### src/hdl/rcvg_pkg.sv
// Shared types and fixed constants of the cos^4 radial vignette gain block.
`timescale 1ns / 1ps
package rcvg_pkg;

  localparam int unsigned DIM_W      = 13;
  localparam int unsigned COORD_W    = 12;
  localparam int unsigned LIGHT_W    = 8;
  localparam int unsigned GAIN_W     = 16;
  localparam int unsigned STR_W      = 16;
  localparam int unsigned CFG_DATA_W = 16;
  localparam int unsigned CFG_IDX_W  = 2;
  localparam int unsigned D2_W       = 25;
  localparam int unsigned DQ_W       = 21;
  localparam int unsigned CORNER_W   = 21;
  localparam int unsigned DEN_W      = 37;
  localparam int unsigned FRAC_SHIFT = 24;
  localparam int unsigned DIV_STEPS  = 45;
  localparam int unsigned PSQ_STEPS  = 21;
  localparam int unsigned PSQ_V_W    = 42;
  localparam int unsigned PSQ_REM_W  = 24;
  localparam int unsigned CSQ_STEPS  = 22;
  localparam int unsigned CSQ_V_W    = 44;
  localparam int unsigned CSQ_REM_W  = 25;
  localparam int unsigned MOD_W      = 18;
  localparam int unsigned FIFO_DEPTH = 4;
  localparam int unsigned FIFO_AW    = 2;

  localparam logic [MOD_W-1:0]      PI_Q16         = 18'd205887;
  localparam logic [CORNER_W-1:0]   CORNER_MAX     = 21'h1FFFFF;
  localparam logic [DIM_W-1:0]      WIDTH_RESET    = 13'd640;
  localparam logic [DIM_W-1:0]      HEIGHT_RESET   = 13'd480;
  localparam logic [STR_W-1:0]      STRENGTH_RESET = 16'd256;
  localparam logic [CORNER_W-1:0]   CORNER_RESET   = 21'd102400;
  localparam logic [DEN_W-1:0]      DENOM_RESET    = 37'd26214400;

  typedef enum logic [CFG_IDX_W-1:0] {
    REG_IMAGE_WIDTH  = 2'd0,
    REG_IMAGE_HEIGHT = 2'd1,
    REG_STRENGTH     = 2'd2
  } reg_idx_e;

  typedef enum logic [1:0] {
    CFG_IDLE,
    CFG_LOAD,
    CFG_ITER,
    CFG_DENOM
  } cfg_state_e;

  typedef struct packed {
    logic [COORD_W-1:0] pixel_row;
    logic [COORD_W-1:0] pixel_col;
    logic [LIGHT_W-1:0] lightness_in;
  } item_in_t;

  typedef struct packed {
    logic [LIGHT_W-1:0] lightness_out;
    logic [GAIN_W-1:0]  radial_gain;
  } item_out_t;

  typedef struct packed {
    logic [COORD_W-1:0] cx;
    logic [COORD_W-1:0] cy;
    logic [DEN_W-1:0]   denom;
    logic               denom_zero;
  } cfg_view_t;

  typedef struct packed {
    logic [D2_W-1:0]    d2;
    logic [LIGHT_W-1:0] lin;
  } fifo_entry_t;

endpackage

### src/hdl/rcvg_front.sv
// Front end: takes items, forms the center offsets and the squared radius.
`timescale 1ns / 1ps
module rcvg_front (
  input  logic                  clk_i,
  input  logic                  rst_ni,
  input  logic                  take_i,
  input  rcvg_pkg::item_in_t    item_i,
  input  rcvg_pkg::cfg_view_t   view_i,
  input  logic                  full_i,
  output logic                  push_o,
  output rcvg_pkg::fifo_entry_t entry_o,
  output logic                  stall_o
);

  logic                         s1_v_q, s2_v_q, adv;
  logic [rcvg_pkg::COORD_W-1:0] dr_q, dc_q, dr, dc;
  logic [rcvg_pkg::LIGHT_W-1:0] l1_q, l2_q;
  logic [2*rcvg_pkg::COORD_W-1:0] sqr_q, sqc_q;

  assign adv     = !(s2_v_q && full_i);
  assign stall_o = !adv;
  assign push_o  = s2_v_q && !full_i;

  always_comb begin
    dr = (item_i.pixel_row > view_i.cy) ? item_i.pixel_row - view_i.cy
                                        : view_i.cy - item_i.pixel_row;
    dc = (item_i.pixel_col > view_i.cx) ? item_i.pixel_col - view_i.cx
                                        : view_i.cx - item_i.pixel_col;
  end

  always_ff @(posedge clk_i or negedge rst_ni) begin
    if (!rst_ni) begin
      s1_v_q <= 1'b0;
      s2_v_q <= 1'b0;
    end else if (adv) begin
      s1_v_q <= take_i;
      s2_v_q <= s1_v_q;
    end
  end

  always_ff @(posedge clk_i) begin
    if (adv) begin
      dr_q  <= dr;
      dc_q  <= dc;
      l1_q  <= item_i.lightness_in;
      sqr_q <= dr_q * dr_q;
      sqc_q <= dc_q * dc_q;
      l2_q  <= l1_q;
    end
  end

  assign entry_o.d2  = rcvg_pkg::D2_W'(sqr_q) + rcvg_pkg::D2_W'(sqc_q);
  assign entry_o.lin = l2_q;

endmodule

### config.mk
export PLATFORM = sky130hd
export DESIGN_NAME = rcvg_front
export DESIGN_NICKNAME = d
export VERILOG_FILES = /design/src/hdl/rcvg_pkg.sv /design/src/hdl/rcvg_front.sv
export SDC_FILE = /design/constraint.sdc
export NUM_CORES = 1
export LEC_CHECK = 0
export ABC_AREA = 1
export ABC_CLOCK_PERIOD_IN_PS = 5330
export BUFFER_PORTS_ARGS = -buffer_cell sky130_fd_sc_hd__buf_2
export CAP_MARGIN = 20
export CORE_MARGIN = 2
export CORE_UTILIZATION = 25
export DETAILED_ROUTE_END_ITERATION = 12
export GPL_TIMING_DRIVEN = 0
export PLACE_DENSITY = 0.5
export SETUP_SLACK_MARGIN = 0.3
export SLEW_MARGIN = 30
export SYNTH_ARGS = -nofsm -noshare
export SYNTH_HDL_FRONTEND = slang
export SYNTH_SLANG_ARGS = --single-unit
export TNS_END_PERCENT = 20
### constraint.sdc
create_clock -name clk_i -period 5.33 [get_ports clk_i]
set_input_delay 1.066 -clock clk_i [delete_from_list [all_inputs] [get_ports clk_i]]
set_output_delay 1.066 -clock clk_i [all_outputs]
set_load 0.03 [all_outputs]
Word level (Yosys, flattened, before mapping):

Cells that the tools add are included.

* bits in registers: 90
* bits of input ports: 98
* output and inout bits: 35
* word-level logic and storage cells: 22

* add/sub/neg operators: 5
* multipliers: 2
* $lt $le $gt $ge: 2
* multiplexer cells: 2
* reductions and logical operators: 3

Operator list (number)
* $mul A12 B12 Y24: 2
* $sub A12 B12 Y12: 4
* $add A24 B24 Y25: 1
* $gt A12 B12 Y1: 2
* $mux W12: 2
* $logic_and A1 B1 Y1: 2
* $logic_not A1 Y1: 1

Depth between registers and ports, before layout:

* depth in word-level cells: 2
* mapped depth: 23
* mapped depth without buffers: 22

Least setup slack after synthesis:

No wires, ideal clock.

* path kind: in2out
* start: input port full_i
* end: output port stall_o
* arrival time: 3.567 ns
* setup slack: 0.697 ns
* cell stages on the path: 2
* path buffers: 0
* cell sequence: nand2_1 > inv_1

* word-level cells in the longest chain between the ends: 1

RTL lines
* start: declaration: line rcvg_front.sv:9 `input logic full_i,`
* $logic_and A1 B1 Y1: line rcvg_front.sv:20 `assign adv = !(s2_v_q && full_i);`
* end: declaration: line rcvg_front.sv:12 `output logic stall_o`

No other way between the ends.

Final worst setup path:

* start: register dc_q[11] in the netlist's numbering
* end: register sqc_q[14] in the netlist's numbering (data pin)

* word-level cells in the longest chain between the ends: 1

RTL lines
* start: declaration: line rcvg_front.sv:16 `logic [rcvg_pkg::COORD_W-1:0] dr_q, dc_q, dr, dc;`
* start signal: assignment: line rcvg_front.sv:44 `dc_q <= dc;`
* $mul A12 B12 Y24: line rcvg_front.sv:47 `sqc_q <= dc_q * dc_q;`
* end signal: assignment: line rcvg_front.sv:47
* end: declaration: line rcvg_front.sv:18 `logic [2*rcvg_pkg::COORD_W-1:0] sqr_q, sqc_q;`

No other way between the ends.
A chain may end at the register's enable or synchronous reset.

==> results.toml <==
[layout]
layout.cells.non_filler = 3144
drive_above_1_share_pct = 10.1
nets = 2746
finish.utilization_pct = 29.1
areaGrowthSynthToFinish_pct = 14.7
fill_cells = 6895
design_area_um2 = 18000

[routing]
vias = 12700
drtIter0Drc = 597
via_per_inst = 4.04
wirelength_um = 37100
route.detailed.drc = 0
detail_route.wl_per_cell_um = 11.8
detail-route-antenna-nets = 0
drtPass1Iterations = 5

[clock_tree]
cts.sinks = 88
ctsLongestPathBuffers = 2
cts_tree = "built"
htreeDepth = 3
clk_latency_ns = 0.38
clk_pin_slew_ns = 0.07
cts_root_buf = "clkbuf_16"
numCtsBuffers = 9

[setup_path]
critical_path_class = "reg -> reg"
end_kind = "register"
cp-start-kind = "register"
critPathArrivalTime_ns = 4.98
cp_max_fo = 10
worst_ep_required_time_ns = 5.46

[timing]
period_share_pct = 91.0
slew_headroom_pct = 77.8
final_max_slew_viol_count = 0
rsz0062_at_grt = "true"
skew_ns = 0.00812
maxClockFrequency_mhz = 206
worst_pin_slew_ns = 0.330
hold_violations = 0
setup_viol = 0
period_minus_slack_ns = 4.85

[global_route]
grt_first_pass_wirelength_um = 60800
track_usage_pct = 11.8
grt_pass1_vias = 12000
grt_max_degree = 46
antenna_found_initial = 3
grt-ovfl-total = 0

[synth]
yosys.area.top_type = "fa_1"
synth_edf_count = 86
synthFlopType = "edfxtp_1"
syn-instance-count = 2165
yosys_register_bits = 88
synthArstFlopShare_pct = 2.27
yosysSeqAreaShare_pct = 16.8
synth_cell_types = 34
avgSynthCellArea_um2 = 7.24
yosysWarnings = 0
synth_top_area_share_pct = 20.7
synth_area_leaders = "fa_1 (21%), edfxtp_1 (16%), nand2_1 (16%)"
synth_fp_nets = 2610
syn-cell-area_um2 = 15700

[min_path]
hold_class = "reg -> reg"

[floorplanning]
initial_core_util_pct = 25.3
dieArea_um2 = 64700
core_um2 = 61800
die_h_um = 254
ioPinCount = 133
die_w_um = 254
rows = 91

[placement]
dpl_cell_area_um2 = 17200
hpwl_um = 32200
gp_congestion = 0.856
place_inst = 3098
port_buffers = 94

[flow_run]
drv_cap = 0

[outcome]
outcome = "completed"
[worst paths after layout]
check / to / start / cells after the start / slack [ns]
worst max-delay path: sqc_q[14] / dc_q[11] / 18 / 0.48
worst min-delay path: l2_q[7] / l1_q[7] / 0 / 0.42
worst max register to register: sqc_q[14] / dc_q[11] / 18 / 0.48
worst min register to register: l2_q[7] / l1_q[7] / 0 / 0.42
max in group asynchronous: s1_v_q / rst_ni / 1 / 4.77
min in group asynchronous: s2_v_q / rst_ni / 1 / 0.46
[flip-flops by register name, indices dropped and copies added (netlist names)]
name / cells
dc_q: 12
dr_q: 12
l1_q: 8
l2_q: 8
s1_v_q: 1
s2_v_q: 1
sqc_q: 23
sqr_q: 23
[layout make-up]
cell class	count	area, µm²	area share, %
diodes	1	2.50	0.0139
plain buffers	41	348	1.94
clock buffers	10	229	1.27
clock inverters	6	75.1	0.418
inverters	594	2230	12.4
multi-input cells	1442	10700	59.3
flip-flops and latches	88	2630	14.7
well taps	837	1050	5.83
repair buffers	125	743	4.14
[timing repair]
| action | in CTS | in global routing |
|---|---|---|
| hold buffers | 0 | 0 |
| endpoints found under the setup margin | 26 | 23 |
| buffers inserted | 7 | 22 |
| cloned | 0 | 0 |
| resized for setup | 35 | 70 |
| pin swaps | 0 | 3 |
[kinds of logic (layout without fill, tap and decap cells)]
family / Yosys count / after routing / synth area share [%]
XOR/XNOR: 73 / 73 / 4.08
buffers and inverters: 635 / 776 / 15.7
other: 0 / 1 / 0
AND/OR/NAND/NOR: 930 / 930 / 24.6
adder cells (fa/ha/maj): 347 / 347 / 35.5
flip-flops: 88 / 88 / 16.8
AO/OA/AOI/OAI: 92 / 92 / 3.33
[worst max-delay path, cell delays in order (launching register included)]
cell      delay, ns
edfxtp_1       0.45
buf_2          0.24
nand2_1        0.13
inv_1          0.06
fa_1           0.47
inv_1          0.05
fa_1           0.47
inv_1          0.05
fa_1           0.44
fa_1           0.49
inv_1          0.05
fa_1           0.47
inv_1          0.04
ha_1           0.35
a21o_1         0.24
nor2_1         0.14
nand3_2        0.16
buf_4          0.17
xor2_1         0.13
[metrics by stage]
| step | setup slack (ns) | TNS [ns] | hold slack [ns] |
|---|---|---|---|
| 2_1_floorplan | 0.697 | 0 | 0.400 |
| 3_3_place_gp | -0.757 | -0.757 | 0.401 |
| 3_5_place_dp | 0.00828 | 0 | 0.405 |
| 4_1_cts | 0.301 | 0 | 0.422 |
| 5_1_grt | 0.277 | 0 | 0.430 |
| 6_report | 0.479 | 0 | 0.421 |
[cells in the mapped netlist, drive strengths merged, types with 4 or more instances]
library cell and n:
xnor2 17, or2 5, a21o 5, nand2 681, ha 185, o21bai 10
a21oi 62, fa 162, buf 15, edfxtp 86, nor3 4, clkbuf 26
inv 594, nand3 115, nor4 4, xor2 56, nand4 22, nor2 94
o21ai 15
[cells in the final DEF (no fill, tap or decap), drive strengths merged, types with 2 or more instances in the layout]
cell	synthesis	layout
a21o	5	5
a21oi	62	62
and2	3	3
buf	15	162
clkbuf	26	14
dfrtp	2	2
edfxtp	86	86
fa	162	162
ha	185	185
inv	594	597
nand2	681	681
nand3	115	115
nand3b	2	2
nand4	22	22
nor2	94	94
nor3	4	4
nor4	4	4
o21ai	15	15
o21bai	10	10
or2	5	5
xnor2	17	17
xor2	56	56
[layer usage]
metal	vias up	track usage [%]	share of wire, %
met5	-	0	0.019
met1	5803	17.5	52
li1	6692	-	-
met4	2	3.48	1.8
met3	24	1.42	3.8
met2	167	18.0	43
Power is left out: the tool's default activity adds up to more than one toggle a clock period on the data nets, which glitch-free logic cannot reach.
