<file path="src/hdl/rcvg_pkg.sv">
// Shared types and fixed constants of the cos^4 radial vignette gain block.
`timescale 1ns / 1ps
package rcvg_pkg;

  localparam int unsigned DIM_W      = 13;
  localparam int unsigned COORD_W    = 12;
  localparam int unsigned LIGHT_W    = 8;
  localparam int unsigned GAIN_W     = 16;
  localparam int unsigned STR_W      = 16;
  localparam int unsigned CFG_DATA_W = 16;
  localparam int unsigned CFG_IDX_W  = 2;
  localparam int unsigned D2_W       = 25;
  localparam int unsigned DQ_W       = 21;
  localparam int unsigned CORNER_W   = 21;
  localparam int unsigned DEN_W      = 37;
  localparam int unsigned FRAC_SHIFT = 24;
  localparam int unsigned DIV_STEPS  = 45;
  localparam int unsigned PSQ_STEPS  = 21;
  localparam int unsigned PSQ_V_W    = 42;
  localparam int unsigned PSQ_REM_W  = 24;
  localparam int unsigned CSQ_STEPS  = 22;
  localparam int unsigned CSQ_V_W    = 44;
  localparam int unsigned CSQ_REM_W  = 25;
  localparam int unsigned MOD_W      = 18;
  localparam int unsigned FIFO_DEPTH = 4;
  localparam int unsigned FIFO_AW    = 2;

  localparam logic [MOD_W-1:0]      PI_Q16         = 18'd205887;
  localparam logic [CORNER_W-1:0]   CORNER_MAX     = 21'h1FFFFF;
  localparam logic [DIM_W-1:0]      WIDTH_RESET    = 13'd640;
  localparam logic [DIM_W-1:0]      HEIGHT_RESET   = 13'd480;
  localparam logic [STR_W-1:0]      STRENGTH_RESET = 16'd256;
  localparam logic [CORNER_W-1:0]   CORNER_RESET   = 21'd102400;
  localparam logic [DEN_W-1:0]      DENOM_RESET    = 37'd26214400;

  typedef enum logic [CFG_IDX_W-1:0] {
    REG_IMAGE_WIDTH  = 2'd0,
    REG_IMAGE_HEIGHT = 2'd1,
    REG_STRENGTH     = 2'd2
  } reg_idx_e;

  typedef enum logic [1:0] {
    CFG_IDLE,
    CFG_LOAD,
    CFG_ITER,
    CFG_DENOM
  } cfg_state_e;

  typedef struct packed {
    logic [COORD_W-1:0] pixel_row;
    logic [COORD_W-1:0] pixel_col;
    logic [LIGHT_W-1:0] lightness_in;
  } item_in_t;

  typedef struct packed {
    logic [LIGHT_W-1:0] lightness_out;
    logic [GAIN_W-1:0]  radial_gain;
  } item_out_t;

  typedef struct packed {
    logic [COORD_W-1:0] cx;
    logic [COORD_W-1:0] cy;
    logic [DEN_W-1:0]   denom;
    logic               denom_zero;
  } cfg_view_t;

  typedef struct packed {
    logic [D2_W-1:0]    d2;
    logic [LIGHT_W-1:0] lin;
  } fifo_entry_t;

endpackage

</file>
<file path="src/hdl/rcvg_fifo.sv">
// Short queue that decouples the front end from the back end.
`timescale 1ns / 1ps
module rcvg_fifo (
  input  logic                  clk_i,
  input  logic                  rst_ni,
  input  logic                  push_i,
  input  rcvg_pkg::fifo_entry_t wdata_i,
  input  logic                  pop_i,
  output rcvg_pkg::fifo_entry_t rdata_o,
  output logic                  full_o,
  output logic                  empty_o
);

  rcvg_pkg::fifo_entry_t            mem_q [rcvg_pkg::FIFO_DEPTH];
  logic [rcvg_pkg::FIFO_AW-1:0]     wr_q, rd_q;
  logic [rcvg_pkg::FIFO_AW:0]       cnt_q;
  logic                             do_push, do_pop;

  assign full_o  = (cnt_q == (rcvg_pkg::FIFO_AW+1)'(rcvg_pkg::FIFO_DEPTH));
  assign empty_o = (cnt_q == '0);
  assign do_push = push_i && !full_o;
  assign do_pop  = pop_i && !empty_o;
  assign rdata_o = mem_q[rd_q];

  always_ff @(posedge clk_i or negedge rst_ni) begin
    if (!rst_ni) begin
      wr_q  <= '0;
      rd_q  <= '0;
      cnt_q <= '0;
    end else begin
      if (do_push) wr_q <= wr_q + 1'b1;
      if (do_pop)  rd_q <= rd_q + 1'b1;
      if (do_push && !do_pop)      cnt_q <= cnt_q + 1'b1;
      else if (do_pop && !do_push) cnt_q <= cnt_q - 1'b1;
    end
  end

  always_ff @(posedge clk_i) begin
    if (do_push) mem_q[wr_q] <= wdata_i;
  end

endmodule

</file>
<file path="config.mk">
export PLATFORM = sky130hd
export DESIGN_NAME = rcvg_fifo
export DESIGN_NICKNAME = d
export VERILOG_FILES = /design/src/hdl/rcvg_pkg.sv /design/src/hdl/rcvg_fifo.sv
export SDC_FILE = /design/constraint.sdc
export NUM_CORES = 1
export LEC_CHECK = 0
export BUFFER_PORTS_ARGS = -buffer_cell sky130_fd_sc_hd__buf_2
export CAP_MARGIN = 20
export CORE_MARGIN = 2
export CORE_UTILIZATION = 40
export DETAILED_ROUTE_END_ITERATION = 6
export PLACE_DENSITY = 0.7
export SKIP_CTS_REPAIR_TIMING = 1
export SYNTH_ARGS = -nofsm -noshare
export SYNTH_HDL_FRONTEND = slang
export SYNTH_SLANG_ARGS = --single-unit
export TNS_END_PERCENT = 20
</file>
<file path="constraint.sdc">
create_clock -name clk_i -period 2.5 [get_ports clk_i]
set_clock_uncertainty 0.05 [all_clocks]
set_input_delay 0.5 -clock clk_i [delete_from_list [all_inputs] [get_ports clk_i]]
set_output_delay 0.5 -clock clk_i [all_outputs]
set_load 0.02 [all_outputs]
</file>
**Yosys cells after proc, flatten, opt, wreduce, memory -nomap -nowiden**

Memories as Yosys holds them, arrays and structs flattened.
Index checks and enable logic that the tools add are counted.

- $add $sub $neg: 4
- Equality and inequality tests: 1
- Multiplexer cells: 4
- Reduce and logical (&&, ||, !) cells: 10

Operator list:

| operator | number |
|---|---|
| $mux W3 | 2 |
| $add A2 B1 Y2 const B | 2 |
| $logic_and A1 B1 Y1 | 4 |
| $logic_not A1 Y1 | 4 |
| $add A3 B1 Y3 const B | 1 |
| $eq A3 B3 Y1 const B | 1 |
| $logic_not A3 Y1 | 1 |
| $sub A3 B1 Y3 const B | 1 |
| $mux W1 | 2 |
| $reduce_bool A2 Y1 | 1 |

- Register bits after elaboration: 7
- Memory bits (writable): 132
- Input port bits: 37
- Output and inout bits: 35
- Word-level logic and storage cells: 23
- Memories: 1

Memories:

| name | words | bits a word | read ports | clocked after memory_dff | wr ports | RTL line | source |
|---|---|---|---|---|---|---|---|
| mem_q | 4 | 33 | 1 | 0 | 1 | rcvg_fifo.sv:14 | `rcvg_pkg::fifo_entry_t mem_q [rcvg_pkg::FIFO_DEPTH];` |

**Logic depth before layout (Yosys ltp)**

- Depth after elaboration: 7
- Gate-level depth with buffers: 9
- Gate-level depth less buffers: 8

**Worst setup path after synthesis**

Ideal clock, no wire load.

- Kind: reg-to-reg
- From: register cnt_q[0] (netlist name)
- To: register cnt_q[1] (netlist name)
- Setup time: 0.125 ns
- Arrival time: 1.970 ns
- Data required time: 2.325 ns
- Slack: 0.355 ns
- Cell stages (with the launch flop): 8
- Path buffers: 1
- Clock period less this slack: 2.145 ns
- Cell sequence: dfrtp_1 nor3b_2 nor2b_1 buf_6 ha_1 inv_1 fa_1 mux2_2

- Cells in the longest elaborated chain, start to end: 6
- Elaborated cells between the ends (all ways): 15
- Those cells by class: add/sub: 2; eq/ne: 1; mux: 2; reduce/logical: 10

Ends and longest elaborated chain:

| element | RTL line | source |
|---|---|---|
| start: declaration | rcvg_fifo.sv:16 | `logic [rcvg_pkg::FIFO_AW:0] cnt_q;` |
| start signal: assignment | rcvg_fifo.sv:33 | `if (do_push && !do_pop) cnt_q <= cnt_q + 1'b1;` |
| start signal: assignment | rcvg_fifo.sv:34 | `else if (do_pop && !do_push) cnt_q <= cnt_q - 1'b1;` |
| $eq A3 B3 Y1 * | rcvg_fifo.sv:19 | `assign full_o = (cnt_q == (rcvg_pkg::FIFO_AW+1)'(rcvg_pkg::FIFO_DEPTH));` |
| named net full_o | rcvg_fifo.sv:10 | `output logic full_o,` |
| $logic_not A1 Y1 * | rcvg_fifo.sv:21 | `assign do_push = push_i && !full_o;` |
| $logic_and A1 B1 Y1 * | rcvg_fifo.sv:21 |  |
| named net do_push | rcvg_fifo.sv:17 | `logic do_push, do_pop;` |
| $logic_not A1 Y1 | rcvg_fifo.sv:34 |  |
| $logic_and A1 B1 Y1 | rcvg_fifo.sv:34 |  |
| $reduce_bool A2 Y1 (no source line) | - |  |

The timed path passes the listed nets; every way through them passes the cells marked *. The select of a mux whose other input is x is not followed.
A chain may end at the register's enable or synchronous reset.

==> out/results.tsv <==
stage	metric	value	unit
timing	finalCritPeriodShare	97.2	%
detailed_routing	drt_first_iter_violations	118	
timing	worst_slack	0.0691	ns
yosys	ys_seq_area_share	78.9	%
global_routing	grt-ovfl-total	0	
setup_path	reg2reg_from	cnt_q[0]$_DFFE_PN0P_	
finish	nFillCells	1031	
detailed_routing	avgViaCountPerCell	4.80	
setup_path	required	1.95	ns
global_routing	grt_pass1_vias	2619	
timing	finalCriticalPeriod	2.43	ns
pwr	power_leakage	2.37	nW
yosys	syn_area	5240	um^2
finish	multi_input_area	991	um^2
place	port_buffers	71	
yosys	synth-async-reset-ratio	5.04	%
job	maxCapViolCount	0	
detailed_routing	route.detailed.drc	0	
detailed_routing	drt_wl_total	8990	um
yosys	synth_edf_count	132	
detailed_routing	vias	2367	
yosys	ys_ff_latch	139	
pwr	p_per_area	1320	nW/um^2
place	hpwl	5740	um
setup_path	endpoint_kind	output port	
yosys	synth_top_area_cell	edfxtp_1	
pwr	p_int	6.21	mW
detailed_routing	antenna_left	0	
status	outcome	finished, final reports clean	
detailed_routing	avgRoutedWirePerCell	18.2	um
timing	finalSetupTns	0	ns
floorplanning	die_w	118	um
yosys	synthCells	209	
clocking	cts_buffers	17	
floorplanning	initial_core_util	41.2	%
detailed_routing	first_pass_iters	4	
timing	drv_slew	0	
global_routing	gr-usage-all-layers	14.0	%
worst_hold_path	hold_class	in -> reg	
clocking	cts_buffer_depth	2	
setup_path	cp_max_fo	18	
finish	fin_nets	351	
place	postPlaceCellArea	5880	um^2
place	dpl_worst_slack	0.271	ns
pwr	power_frac_clock	32.7	%
clocking	insertion_delay	0.41	ns
setup_path	start_kind	flop	
timing	rsz0062_at_grt	no	
floorplanning	ioPinCount	72	
clocking	clk_pin_slew_worst_paths	0.05	ns
finish	final_core_util	51.9	%
clocking	cts_tree	done	
yosys	synth_warnings	0	
finish	synthToLayoutAreaGrowth	25.8	%
yosys	yosys.area.top_type_share	75.6	%
pwr	p_sw	2.48	mW
pwr	swShare	28.6	%
finish	finalInstanceArea	6600	um^2
finish	drive_gt1_share	48.6	%
global_routing	grt_pass1_wl	14400	um
setup_path	cp.arrival	1.88	ns
clocking	htreeDepth	4	
clocking	cts_root_buf	clkbuf_16	
timing	fmax	411	MHz
clocking	cts.sinks	139	
yosys	synth_area_leaders	edfxtp_1 76%, mux4_2 12%, dfrtp_1 3.3%, mux4_1 2.5%, ha_1 1.2%	
worst_hold_path	hold_start	wdata_i[13]	
timing	setup_viol	0	
yosys	synth_area_per_cell	25.1	um^2
pwr	comb_power_share	29.1	%
pwr	seq_power_share	38.2	%
yosys	synthFlopType	edfxtp_1	
floorplanning	fp.dieH	118	um
floorplanning	core_area	12700	um^2
yosys	synth.distinct_cells	21	
setup_path	cp-startpoint	rd_q[1]$_DFFE_PN0P_	
global_routing	antenna_found_initial	0	
place	place_congestion	0.687	
pwr	ir_drop	0.690	mV
floorplanning	dieArea	14000	um^2
finish	diodes	0	
floorplanning	rows	41	
finish	ff_latch_area	4140	um^2
pwr	total_power	8.69	mW
timing	relSlewSlack	65.2	%
timing	worst_pin_slew	0.521	ns
timing	hold_viol	0	
setup_path	critPathKind	reg -> out	
global_routing	grt_max_degree	27	
yosys	synth_fp_nets	252	
## metal layers
metal	vias up	global-route usage (%)	share of wire (%)
met5	-	0	0
met4	0	5.36	1.1
met3	11	4.63	4.3
met2	54	22.4	51
met1	1225	17.7	44
li1	1077	-	-
## worst max-delay path, stage by stage, from the launching register on
cell and delay [ns]:
dfrtp_2 0.70, buf_12 0.24, mux4_2 0.34, buf_2 0.18
## power by group through the flow
| stage | logic, mW | clock network [mW] | registers [mW] |
|---|---|---|---|
| 2_1_floorplan | 1.86 | 0 | 3.24 |
| 3_3_place_gp | 2.48 | 0 | 3.38 |
| 3_5_place_dp | 2.49 | 0 | 3.41 |
| 4_1_cts | 2.50 | 2.88 | 3.36 |
| 5_1_grt | 2.73 | 2.98 | 3.37 |
| 6_report | 2.53 | 2.84 | 3.32 |
## cell usage in the layout (no fill, tap or decap), types with 2 or more instances in the layout
cell type    n
buf_4       12
mux4_1       5
buf_2       71
xnor2_1      4
and2_2       4
bufinv_16    7
xor2_1       2
buf_12       5
edfxtp_1   132
clkinv_2     6
mux4_2      28
ha_1         5
inv_1        4
clkbuf_16   17
dfrtp_1      5
## Yosys cell counts, types with 2 or more instances
master / number
ha_1: 5
dfrtp_1: 7
buf_6: 2
buf_12: 3
xor2_1: 2
buf_2: 4
xnor2_1: 4
mux4_1: 5
mux4_2: 28
edfxtp_1: 132
and2_1: 4
inv_1: 4
## layout make-up
type                       instances  area share [%]
sequential                       139            62.8
multi-input combinational         57            15.0
timing repair buffer              89            8.42
clock buffer                      17            6.45
clock inverter                    15            3.81
tap                              172            3.26
inverter                           4           0.228
## state kept, by name (all words and copies together) (netlist names)
register  count
rd_q          2
mem_q       132
wr_q          2
cnt_q         3
## stage by stage
stage | hold slack (ns) | cells
floorplan | 0.154 | 209
global placement | 0.296 | 456
detailed placement | 0.296 | 456
CTS | -0.146 | 488
global route | 0.243 | 493
finish | 0.250 | 493
## path summary, 6_finish.rpt
check                                               to  slack (ns)  cells after the start
worst max-delay path                       rdata_o[24]        0.07                      3
worst min-delay path            mem_q[0][13]$_DFFE_PP_        0.25                      1
worst max register to register    cnt_q[2]$_DFFE_PN0P_        0.32                      8
worst min register to register    cnt_q[2]$_DFFE_PN0P_        0.43                      1
max in group asynchronous          rd_q[0]$_DFFE_PN0P_        1.81                      2
min in group asynchronous         cnt_q[2]$_DFFE_PN0P_        0.40                      2
## cell families after synthesis
| family | share of synthesized area [%] |
|---|---|
| xor+xnor | 1.00 |
| simple gates | 1.19 |
| fa+ha+maj | 1.58 |
| mux | 15.0 |
| buf+inv | 2.24 |
| flops | 78.9 |
No activity file was read; power rests on OpenSTA's default activity.
