--- src/hdl/rcvg_pkg.sv ---
// Shared types and fixed constants of the cos^4 radial vignette gain block.
`timescale 1ns / 1ps
package rcvg_pkg;

  localparam int unsigned DIM_W      = 13;
  localparam int unsigned COORD_W    = 12;
  localparam int unsigned LIGHT_W    = 8;
  localparam int unsigned GAIN_W     = 16;
  localparam int unsigned STR_W      = 16;
  localparam int unsigned CFG_DATA_W = 16;
  localparam int unsigned CFG_IDX_W  = 2;
  localparam int unsigned D2_W       = 25;
  localparam int unsigned DQ_W       = 21;
  localparam int unsigned CORNER_W   = 21;
  localparam int unsigned DEN_W      = 37;
  localparam int unsigned FRAC_SHIFT = 24;
  localparam int unsigned DIV_STEPS  = 45;
  localparam int unsigned PSQ_STEPS  = 21;
  localparam int unsigned PSQ_V_W    = 42;
  localparam int unsigned PSQ_REM_W  = 24;
  localparam int unsigned CSQ_STEPS  = 22;
  localparam int unsigned CSQ_V_W    = 44;
  localparam int unsigned CSQ_REM_W  = 25;
  localparam int unsigned MOD_W      = 18;
  localparam int unsigned FIFO_DEPTH = 4;
  localparam int unsigned FIFO_AW    = 2;

  localparam logic [MOD_W-1:0]      PI_Q16         = 18'd205887;
  localparam logic [CORNER_W-1:0]   CORNER_MAX     = 21'h1FFFFF;
  localparam logic [DIM_W-1:0]      WIDTH_RESET    = 13'd640;
  localparam logic [DIM_W-1:0]      HEIGHT_RESET   = 13'd480;
  localparam logic [STR_W-1:0]      STRENGTH_RESET = 16'd256;
  localparam logic [CORNER_W-1:0]   CORNER_RESET   = 21'd102400;
  localparam logic [DEN_W-1:0]      DENOM_RESET    = 37'd26214400;

  typedef enum logic [CFG_IDX_W-1:0] {
    REG_IMAGE_WIDTH  = 2'd0,
    REG_IMAGE_HEIGHT = 2'd1,
    REG_STRENGTH     = 2'd2
  } reg_idx_e;

  typedef enum logic [1:0] {
    CFG_IDLE,
    CFG_LOAD,
    CFG_ITER,
    CFG_DENOM
  } cfg_state_e;

  typedef struct packed {
    logic [COORD_W-1:0] pixel_row;
    logic [COORD_W-1:0] pixel_col;
    logic [LIGHT_W-1:0] lightness_in;
  } item_in_t;

  typedef struct packed {
    logic [LIGHT_W-1:0] lightness_out;
    logic [GAIN_W-1:0]  radial_gain;
  } item_out_t;

  typedef struct packed {
    logic [COORD_W-1:0] cx;
    logic [COORD_W-1:0] cy;
    logic [DEN_W-1:0]   denom;
    logic               denom_zero;
  } cfg_view_t;

  typedef struct packed {
    logic [D2_W-1:0]    d2;
    logic [LIGHT_W-1:0] lin;
  } fifo_entry_t;

endpackage

--- src/hdl/rcvg_cfg.sv ---
// Configuration registers, corner distance square root sequencer and divisor register.
`timescale 1ns / 1ps
module rcvg_cfg #(
  parameter int unsigned MAX_DIM = 4096
) (
  input  logic                                clk_i,
  input  logic                                rst_ni,
  input  logic                                cfg_we_i,
  input  logic [rcvg_pkg::CFG_IDX_W-1:0]      cfg_idx_i,
  input  logic [rcvg_pkg::CFG_DATA_W-1:0]     cfg_data_i,
  output rcvg_pkg::cfg_view_t                 view_o,
  output logic                                busy_o
);

  rcvg_pkg::cfg_state_e state_q, state_d;

  logic [rcvg_pkg::DIM_W-1:0]     width_q, height_q;
  logic [rcvg_pkg::STR_W-1:0]     strength_q;
  logic [rcvg_pkg::CORNER_W-1:0]  corner_q;
  logic [rcvg_pkg::DEN_W-1:0]     denom_q;
  logic [rcvg_pkg::CSQ_V_W-1:0]   v_q;
  logic [rcvg_pkg::CSQ_REM_W-1:0] rem_q;
  logic [rcvg_pkg::CSQ_STEPS-1:0] root_q;
  logic [4:0]                     cnt_q;

  logic wr_size, wr_str, load_en, iter_en;
  logic [rcvg_pkg::DIM_W-1:0]     wsat, hsat, dx, dy;
  logic [rcvg_pkg::COORD_W-1:0]   cx, cy;
  logic [26:0]                    best;
  logic [rcvg_pkg::CSQ_REM_W-1:0] rem_n, trial, rem_next;
  logic [rcvg_pkg::CSQ_STEPS-1:0] root_next;
  logic                           last_step;

  assign wr_size = cfg_we_i && (cfg_idx_i == rcvg_pkg::REG_IMAGE_WIDTH ||
                                cfg_idx_i == rcvg_pkg::REG_IMAGE_HEIGHT);
  assign wr_str  = cfg_we_i && (cfg_idx_i == rcvg_pkg::REG_STRENGTH);

  always_ff @(posedge clk_i or negedge rst_ni) begin
    if (!rst_ni) begin
      width_q    <= rcvg_pkg::WIDTH_RESET;
      height_q   <= rcvg_pkg::HEIGHT_RESET;
      strength_q <= rcvg_pkg::STRENGTH_RESET;
    end else if (cfg_we_i) begin
      case (cfg_idx_i)
        rcvg_pkg::REG_IMAGE_WIDTH:  width_q    <= cfg_data_i[rcvg_pkg::DIM_W-1:0];
        rcvg_pkg::REG_IMAGE_HEIGHT: height_q   <= cfg_data_i[rcvg_pkg::DIM_W-1:0];
        rcvg_pkg::REG_STRENGTH:     strength_q <= cfg_data_i;
        default: ;
      endcase
    end
  end

  always_comb begin
    wsat = (32'(width_q) > MAX_DIM) ? rcvg_pkg::DIM_W'(MAX_DIM) : width_q;
    hsat = (32'(height_q) > MAX_DIM) ? rcvg_pkg::DIM_W'(MAX_DIM) : height_q;
    cx   = wsat[rcvg_pkg::DIM_W-1:1];
    cy   = hsat[rcvg_pkg::DIM_W-1:1];
    dx   = wsat - {1'b0, cx};
    dy   = hsat - {1'b0, cy};
    best = 27'(dx * dx) + 27'(dy * dy);
  end

  always_comb begin
    state_d = state_q;
    unique case (state_q)
      rcvg_pkg::CFG_IDLE:  if (wr_str) state_d = rcvg_pkg::CFG_DENOM;
      rcvg_pkg::CFG_LOAD:  state_d = rcvg_pkg::CFG_ITER;
      rcvg_pkg::CFG_ITER:  if (last_step) state_d = rcvg_pkg::CFG_DENOM;
      rcvg_pkg::CFG_DENOM: state_d = rcvg_pkg::CFG_IDLE;
      default:             state_d = rcvg_pkg::CFG_IDLE;
    endcase
    if (wr_size) state_d = rcvg_pkg::CFG_LOAD;
  end

  always_comb begin
    busy_o  = (state_q != rcvg_pkg::CFG_IDLE);
    load_en = (state_q == rcvg_pkg::CFG_LOAD);
    iter_en = (state_q == rcvg_pkg::CFG_ITER);
  end

  always_ff @(posedge clk_i or negedge rst_ni) begin
    if (!rst_ni) begin
      state_q <= rcvg_pkg::CFG_IDLE;
    end else begin
      state_q <= state_d;
    end
  end

  always_comb begin
    last_step = (cnt_q == 5'(rcvg_pkg::CSQ_STEPS - 1));
    rem_n     = {rem_q[rcvg_pkg::CSQ_REM_W-3:0], v_q[rcvg_pkg::CSQ_V_W-1 -: 2]};
    trial     = {1'b0, root_q, 2'b01};
    if (rem_n >= trial) begin
      rem_next  = rem_n - trial;
      root_next = {root_q[rcvg_pkg::CSQ_STEPS-2:0], 1'b1};
    end else begin
      rem_next  = rem_n;
      root_next = {root_q[rcvg_pkg::CSQ_STEPS-2:0], 1'b0};
    end
  end

  always_ff @(posedge clk_i or negedge rst_ni) begin
    if (!rst_ni) begin
      v_q      <= '0;
      rem_q    <= '0;
      root_q   <= '0;
      cnt_q    <= '0;
      corner_q <= rcvg_pkg::CORNER_RESET;
      denom_q  <= rcvg_pkg::DENOM_RESET;
    end else begin
      denom_q <= rcvg_pkg::DEN_W'(corner_q * strength_q);
      if (load_en) begin
        v_q    <= {1'b0, best, 16'b0};
        rem_q  <= '0;
        root_q <= '0;
        cnt_q  <= '0;
      end else if (iter_en) begin
        v_q    <= {v_q[rcvg_pkg::CSQ_V_W-3:0], 2'b00};
        rem_q  <= rem_next;
        root_q <= root_next;
        cnt_q  <= cnt_q + 5'd1;
        if (last_step) begin
          corner_q <= root_next[rcvg_pkg::CSQ_STEPS-1] ? rcvg_pkg::CORNER_MAX :
                      root_next[rcvg_pkg::CORNER_W-1:0];
        end
      end
    end
  end

  assign view_o.cx         = cx;
  assign view_o.cy         = cy;
  assign view_o.denom      = denom_q;
  assign view_o.denom_zero = (denom_q == '0);

endmodule

--- config.mk ---
export PLATFORM = sky130hd
export DESIGN_NAME = rcvg_cfg
export DESIGN_NICKNAME = d
export VERILOG_FILES = /design/src/hdl/rcvg_pkg.sv /design/src/hdl/rcvg_cfg.sv
export SDC_FILE = /design/constraint.sdc
export NUM_CORES = 2
export LEC_CHECK = 0
export BUFFER_PORTS_ARGS = -buffer_cell sky130_fd_sc_hd__buf_2
export CORE_MARGIN = 2
export CORE_UTILIZATION = 50
export CTS_CLUSTER_DIAMETER = 150
export DETAILED_ROUTE_END_ITERATION = 7
export GPL_ROUTABILITY_DRIVEN = 0
export HOLD_SLACK_MARGIN = 0.06
export PLACE_DENSITY = 0.75
export RECOVER_POWER = 25
export SYNTH_ARGS = -nofsm -noshare
export SYNTH_HDL_FRONTEND = slang
export SYNTH_SLANG_ARGS = --single-unit
--- constraint.sdc ---
create_clock -name clk_i -period 25.8 [get_ports clk_i]
set_input_delay 5.16 -clock clk_i [delete_from_list [all_inputs] [get_ports clk_i]]
set_output_delay 5.16 -clock clk_i [all_outputs]
set_load 0.02 [all_outputs]
### After elaboration in Yosys (flattened, before gate mapping)

Index checks and enable logic that the tools add are counted.

| word-level totals | value |
|---|---|
| bits in registers | 196 |
| output and inout bits | 63 |

| operators by class | value |
|---|---|
| add/subtract/negate cells | 5 |
| $mul | 3 |
| magnitude comparators | 3 |
| eq/ne operators | 8 |
| mux-type cells | 17 |
| bitwise operators | 1 |
| reduce and logical (&&, ||, !) cells | 13 |

Operators with widths:

| operator | number |
|---|---|
| 44-bit two-way mux | 2 |
| 23-bit two-way mux | 3 |
| 13-bit by 13-bit multiplier with 26-bit output | 2 |
| 22-bit two-way mux | 2 |
| 37-bit zero test | 1 |
| 21-bit by 16-bit multiplier with 37-bit output | 1 |
| 26-bit by 26-bit adder with 27-bit output | 1 |
| 13-bit > comparator (second input constant) | 2 |
| 13-bit two-way mux | 2 |
| 13-bit by 12-bit subtractor with 13-bit output | 2 |
| 25-bit by 24-bit greater-or-equal comparator with 1-bit output | 1 |
| 23-bit subtractor | 1 |
| 21-bit two-way mux | 1 |
| 5-bit two-way mux | 2 |
| 2-bit one-hot mux with 4 select lines | 1 |
| 2-bit AND reduction | 4 |
| 2-bit == test (second input constant) | 3 |
| 2-bit two-way mux | 3 |
| 5-bit by 1-bit adder with 5-bit output (second input constant) | 1 |
| 5-bit == test (second input constant) | 1 |
| 2-bit by 1-bit == test with 1-bit output (second input constant) | 2 |
| 2-bit zero test | 2 |
| 2-bit nonzero test | 2 |
| 3-bit by 2-bit != test with 1-bit output (second input constant) | 1 |
| other kinds (6) | 7 |

### Logic depth before layout (Yosys ltp)

| logic depth | value |
|---|---|
| word-level depth | 6 |
| mapped depth | 39 |

### Worst setup path before layout

Ideal clock, no wire load.

| timing path | value |
|---|---|
| kind | flip-flop to flip-flop |
| start point | register height_q[10] (netlist bit) |
| end point | register v_q[41] (netlist bit) |
| library setup time | 0.116 ns |
| arrival time | 8.867 ns |
| required time | 25.684 ns |
| setup slack | 16.817 ns |
| cell stages (with the launch flop) | 36 |
| period minus slack after synthesis | 8.983 ns |
| cells stage by stage | dfrtp_1 or4_1 o31ai_1 nand2_1 inv_1 ha_1 a21o_1 a21oi_1 o21bai_1 a21oi_1 o21bai_1 a221o_1 xor2_1 buf_2 nand2_1 fa_1 inv_1 fa_1 inv_1 fa_1 inv_1 fa_1 fa_1 fa_1 inv_1 fa_1 inv_1 ha_1 a21oi_1 a32o_1 a31o_2 a31oi_1 o41ai_1 o21ai_0 xnor2_1 o311ai_0 |

RTL lines:

| element | line | RTL |
|---|---|---|
| start: declaration | rcvg_cfg.sv:17 | `logic [rcvg_pkg::DIM_W-1:0] width_q, height_q;` |
| start signal: assignment | rcvg_cfg.sv:41 | `height_q <= rcvg_pkg::HEIGHT_RESET;` |
| start signal: assignment | rcvg_cfg.sv:46 | `rcvg_pkg::REG_IMAGE_HEIGHT: height_q <= cfg_data_i[rcvg_pkg::DIM_W-1:0];` |
| end signal: assignment | rcvg_cfg.sv:113 | `v_q <= {1'b0, best, 16'b0};` |
| end signal: assignment | rcvg_cfg.sv:118 | `v_q <= {v_q[rcvg_pkg::CSQ_V_W-3:0], 2'b00};` |
| end: declaration | rcvg_cfg.sv:21 | `logic [rcvg_pkg::CSQ_V_W-1:0] v_q;` |

### Worst setup path in the final report

| timing path | value |
|---|---|
| start point | register height_q[10] (netlist bit) |
| end point | register v_q[41] (netlist bit) |

| on the way | value |
|---|---|
| longest elaborated chain between the ends | 6 |

Ends and longest elaborated chain:

| element | line | RTL |
|---|---|---|
| 13-bit > comparator | rcvg_cfg.sv:55 | `hsat = (32'(height_q) > MAX_DIM) ? rcvg_pkg::DIM_W'(MAX_DIM) : height_q;` |
| 13-bit two-way mux (*) | rcvg_cfg.sv:55 |  |
| 13-bit by 12-bit subtractor with 13-bit output (*) | rcvg_cfg.sv:59 | `dy = hsat - {1'b0, cy};` |
| 13-bit by 13-bit multiplier with 26-bit output (*) | rcvg_cfg.sv:60 | `best = 27'(dx * dx) + 27'(dy * dy);` |
| 26-bit by 26-bit adder with 27-bit output (*) | rcvg_cfg.sv:60 |  |
| 44-bit two-way mux (*) | rcvg_cfg.sv:112 | `if (load_en) begin` |

Mark *: on every way between the ends. The rest lies on a longest branch, timed or not.
A chain may end at the register's enable or synchronous reset.

==> reports/metrics.csv <==
stage;metric;value;unit
route;routed_wl;65.0;mm
route;num_vias;21200;
floorplan;die_area;60500;sq um
place;place_ws;15560;ps
synth;synth_area;29300;sq um
sta;skew;13.4;ps
synth;ys_types;74;
final_layout;syn2layout_area_growth;5.46;%
sta;slew_viol_final;246;
synth;yosysSeqAreaShare;15.5;%
run_status;outcome;finished, violations left;
synth;synth-edff-count;0;
grt;grt_pass1_wl;109;mm
clock_tree;h-tree-depth;4;
synth;syn_inst;3184;
clock_tree;hold_buffers;0;
synth;ys_ff_latch;180;
sta;rsz0062_at_grt;no;
floorplan;core;57800;sq um
grt;antenna_found_initial;0;
setup_path;path_common_cell;fa_1;
final_layout;final_common_cell;inv_1;
sta;min_period_over_period;40.2;%
setup_path;r2r-start;height_q[10]$_DFFE_PN0P_;
route;drtPass1Iterations;5;
clock_tree;clock_sinks;180;
grt;grt_util_met3;3.48;%
worst_hold_path;hold_depth;1;
setup_path;critPathSlowestCell;xor2_1;
grt;grt_pass1_vias;21900;
clock_tree;post-cts-setup-buffers;0;
synth;synth_ff_type;dfrtp_1;
clock_tree;cts-root-buf;clkbuf_16;
setup_path;cpPeakStageDelay;950;ps
final_layout;fin_nets;3989;
route;wl_per_cell;16.4;um
place;hpwl;53.1;mm
floorplan;num_io_pins;84;
synth;yosysWarnings;0;
worst_hold_path;min_from;v_q[38]$_DFFE_PN0P_;
synth;synthesis.nets;3993;
run_status;failed_checks;max-capacitance violations, max-slew violations;
worst_hold_path;min_to;v_q[38]$_DFFE_PN0P_;
grt;gr-usage-all-layers;22.6;%
final_layout;fin_util;53.4;%
grt;grt_remaining_overflow;0;
setup_path;cp-end-kind;register;
final_layout;n_antenna_cell;0;
sta;min_period;10370;ps
clock_tree;clkLatencyLatePin;480;ps
synth;avgSynthCellArea;9.19;sq um
sta;fmax;96.4;MHz
sta;setup_viol;0;
sta;tightestPinTransition;3390;ps
floorplan;die_w;246;um
grt;grt_start_max_net_pins;102;
grt;use_met1;30.3;%
grt;grtUsageMet2;38.0;%
clock_tree;cts_resized;0;
sta;fin_setup_tns;0;ps
grt;busiest_layer;met2;
synth;synthArstFlopShare;100;%
floorplan;die_h;246;um
sta;timing.slew.headroom;-126;%
sta;setup_slack;15430;ps
setup_path;r2r_slack;15430;ps
route;ant_nets;0;
final_layout;layout_common_cells;inv_1 (684), fa_1 (512), nand2_1 (397);
setup_path;rr_endpoint;v_q[41]$_DFFE_PN0P_;
clock_tree;numCtsBuffers;17;
route;viasPerCell;5.37;
floorplan;start_util;50.6;%
floorplan;num_rows;88;
sta;hold_viol_final;0;
final_layout;final_layout_size_suffix_gt1_share;6.55;%
setup_path;r2r_cells;33;
setup_path;crit_type;register to register;
flow_run;maxCapViolations;6;
setup_path;cp-startpoint;height_q[10]$_DFFE_PN0P_;
route;drt_iter0_markers;1296;
setup_path;critPathArrivalTime;10730;ps
place;io_buffers;83;
setup_path;required;26160;ps
clock_tree;cts_tree;built;
clock_tree;clk_pin_slew;80;ps
worst_hold_path;hold_path.class;register to register;
setup_path;cp-start-kind;register;
clock_tree;cts_buffer_depth;2;
setup_path;cp_max_fo;14;
route;remaining_drc_errors;0;
[critical path: cells and delay by family (launching register included)]
family | cells | cell delay (ps)
buf+inv | 5 | 250
simple gates | 3 | 1040
fa+ha+maj | 9 | 4330
xor+xnor | 2 | 1100
flops | 1 | 390
compound gates | 14 | 3150
[cells by family after synthesis]
family                     after synthesis  share of synthesized area, %
and+or+nand+nor                        866                          13.4
buffers and inverters                  818                          10.6
adders and majority gates              788                          46.8
AOI/OAI and AO/OA                      352                          7.86
DFF                                    180                          15.5
xor gates and xnor gates                97                          2.90
muxes                                   82                          2.99
other                                    1                        0.0128
[synthesized netlist by cell type (13+ instances only)]
| cell type | instances | share of area, % |
|---|---|---|
| and2_1 | 119 | 2.5 |
| dfstp_2 | 13 | 1.2 |
| nand2b_1 | 24 | 0.51 |
| o21a_1 | 19 | 0.49 |
| clkbuf_1 | 114 | 1.5 |
| xor2_1 | 32 | 0.96 |
| a21oi_1 | 99 | 1.7 |
| o21ai_0 | 81 | 1.4 |
| nor2b_1 | 20 | 0.43 |
| nand2_1 | 397 | 5.1 |
| mux2_2 | 44 | 1.7 |
| mux2i_1 | 38 | 1.3 |
| nor2_1 | 185 | 2.4 |
| a21o_1 | 39 | 1.0 |
| xnor2_1 | 65 | 1.9 |
| nand3_1 | 43 | 0.74 |
| inv_1 | 684 | 8.8 |
| dfrtp_1 | 167 | 14 |
| ha_1 | 276 | 12 |
| fa_1 | 512 | 35 |
| o2bb2ai_1 | 23 | 0.69 |
| nor3_1 | 21 | 0.36 |
[layer usage]
metal	wire (um)	vias to the layer above	part of all wire, %
li1	-	9771	-
met1	27700	10700	43
met2	31900	636	49
met3	3890	112	6.0
met4	1560	0	2.4
met5	0	-	0
[final cells by class]
type,count,area [sq um]
Fill cell,5209,27000
Clock buffer,18,439
Clock inverter,14,181
Multi-Input combinational cell,2186,21600
Sequential cell,180,4520
Inverter,694,2610
Timing Repair Buffer,101,538
Tap cell,765,957
[metrics by stage]
stage,instance area [sq um],cells,hold WS [ps]
5_1_grt,30900,3958,500
3_5_place_dp,30300,3926,476
3_3_place_gp,30300,3926,467
2_1_floorplan,29300,3184,451
6_report,30900,3958,492
4_1_cts,30900,3958,493
[state kept, by name, summed over array words and instances, names as in the netlist]
signal / cells
state_q: 2
root_q: 22
cnt_q: 5
rem_q: 23
denom_q: 37
strength_q: 16
width_q: 13
height_q: 13
corner_q: 21
v_q: 28
[worst max-delay path by stage]
stage | end | slack [ps]
after floorplan | v_q[41]$_DFFE_PN0P_ | 16820
after global placement | v_q[41]$_DFFE_PN0P_ | 15840
after detailed placement | v_q[41]$_DFFE_PN0P_ | 15560
after CTS | v_q[41]$_DFFE_PN0P_ | 15520
after global routing | v_q[41]$_DFFE_PN0P_ | 14690
final | v_q[41]$_DFFE_PN0P_ | 15430
Power is not shown: default switching activity piles up to over one toggle a cycle in this logic, so the estimate is an artifact.
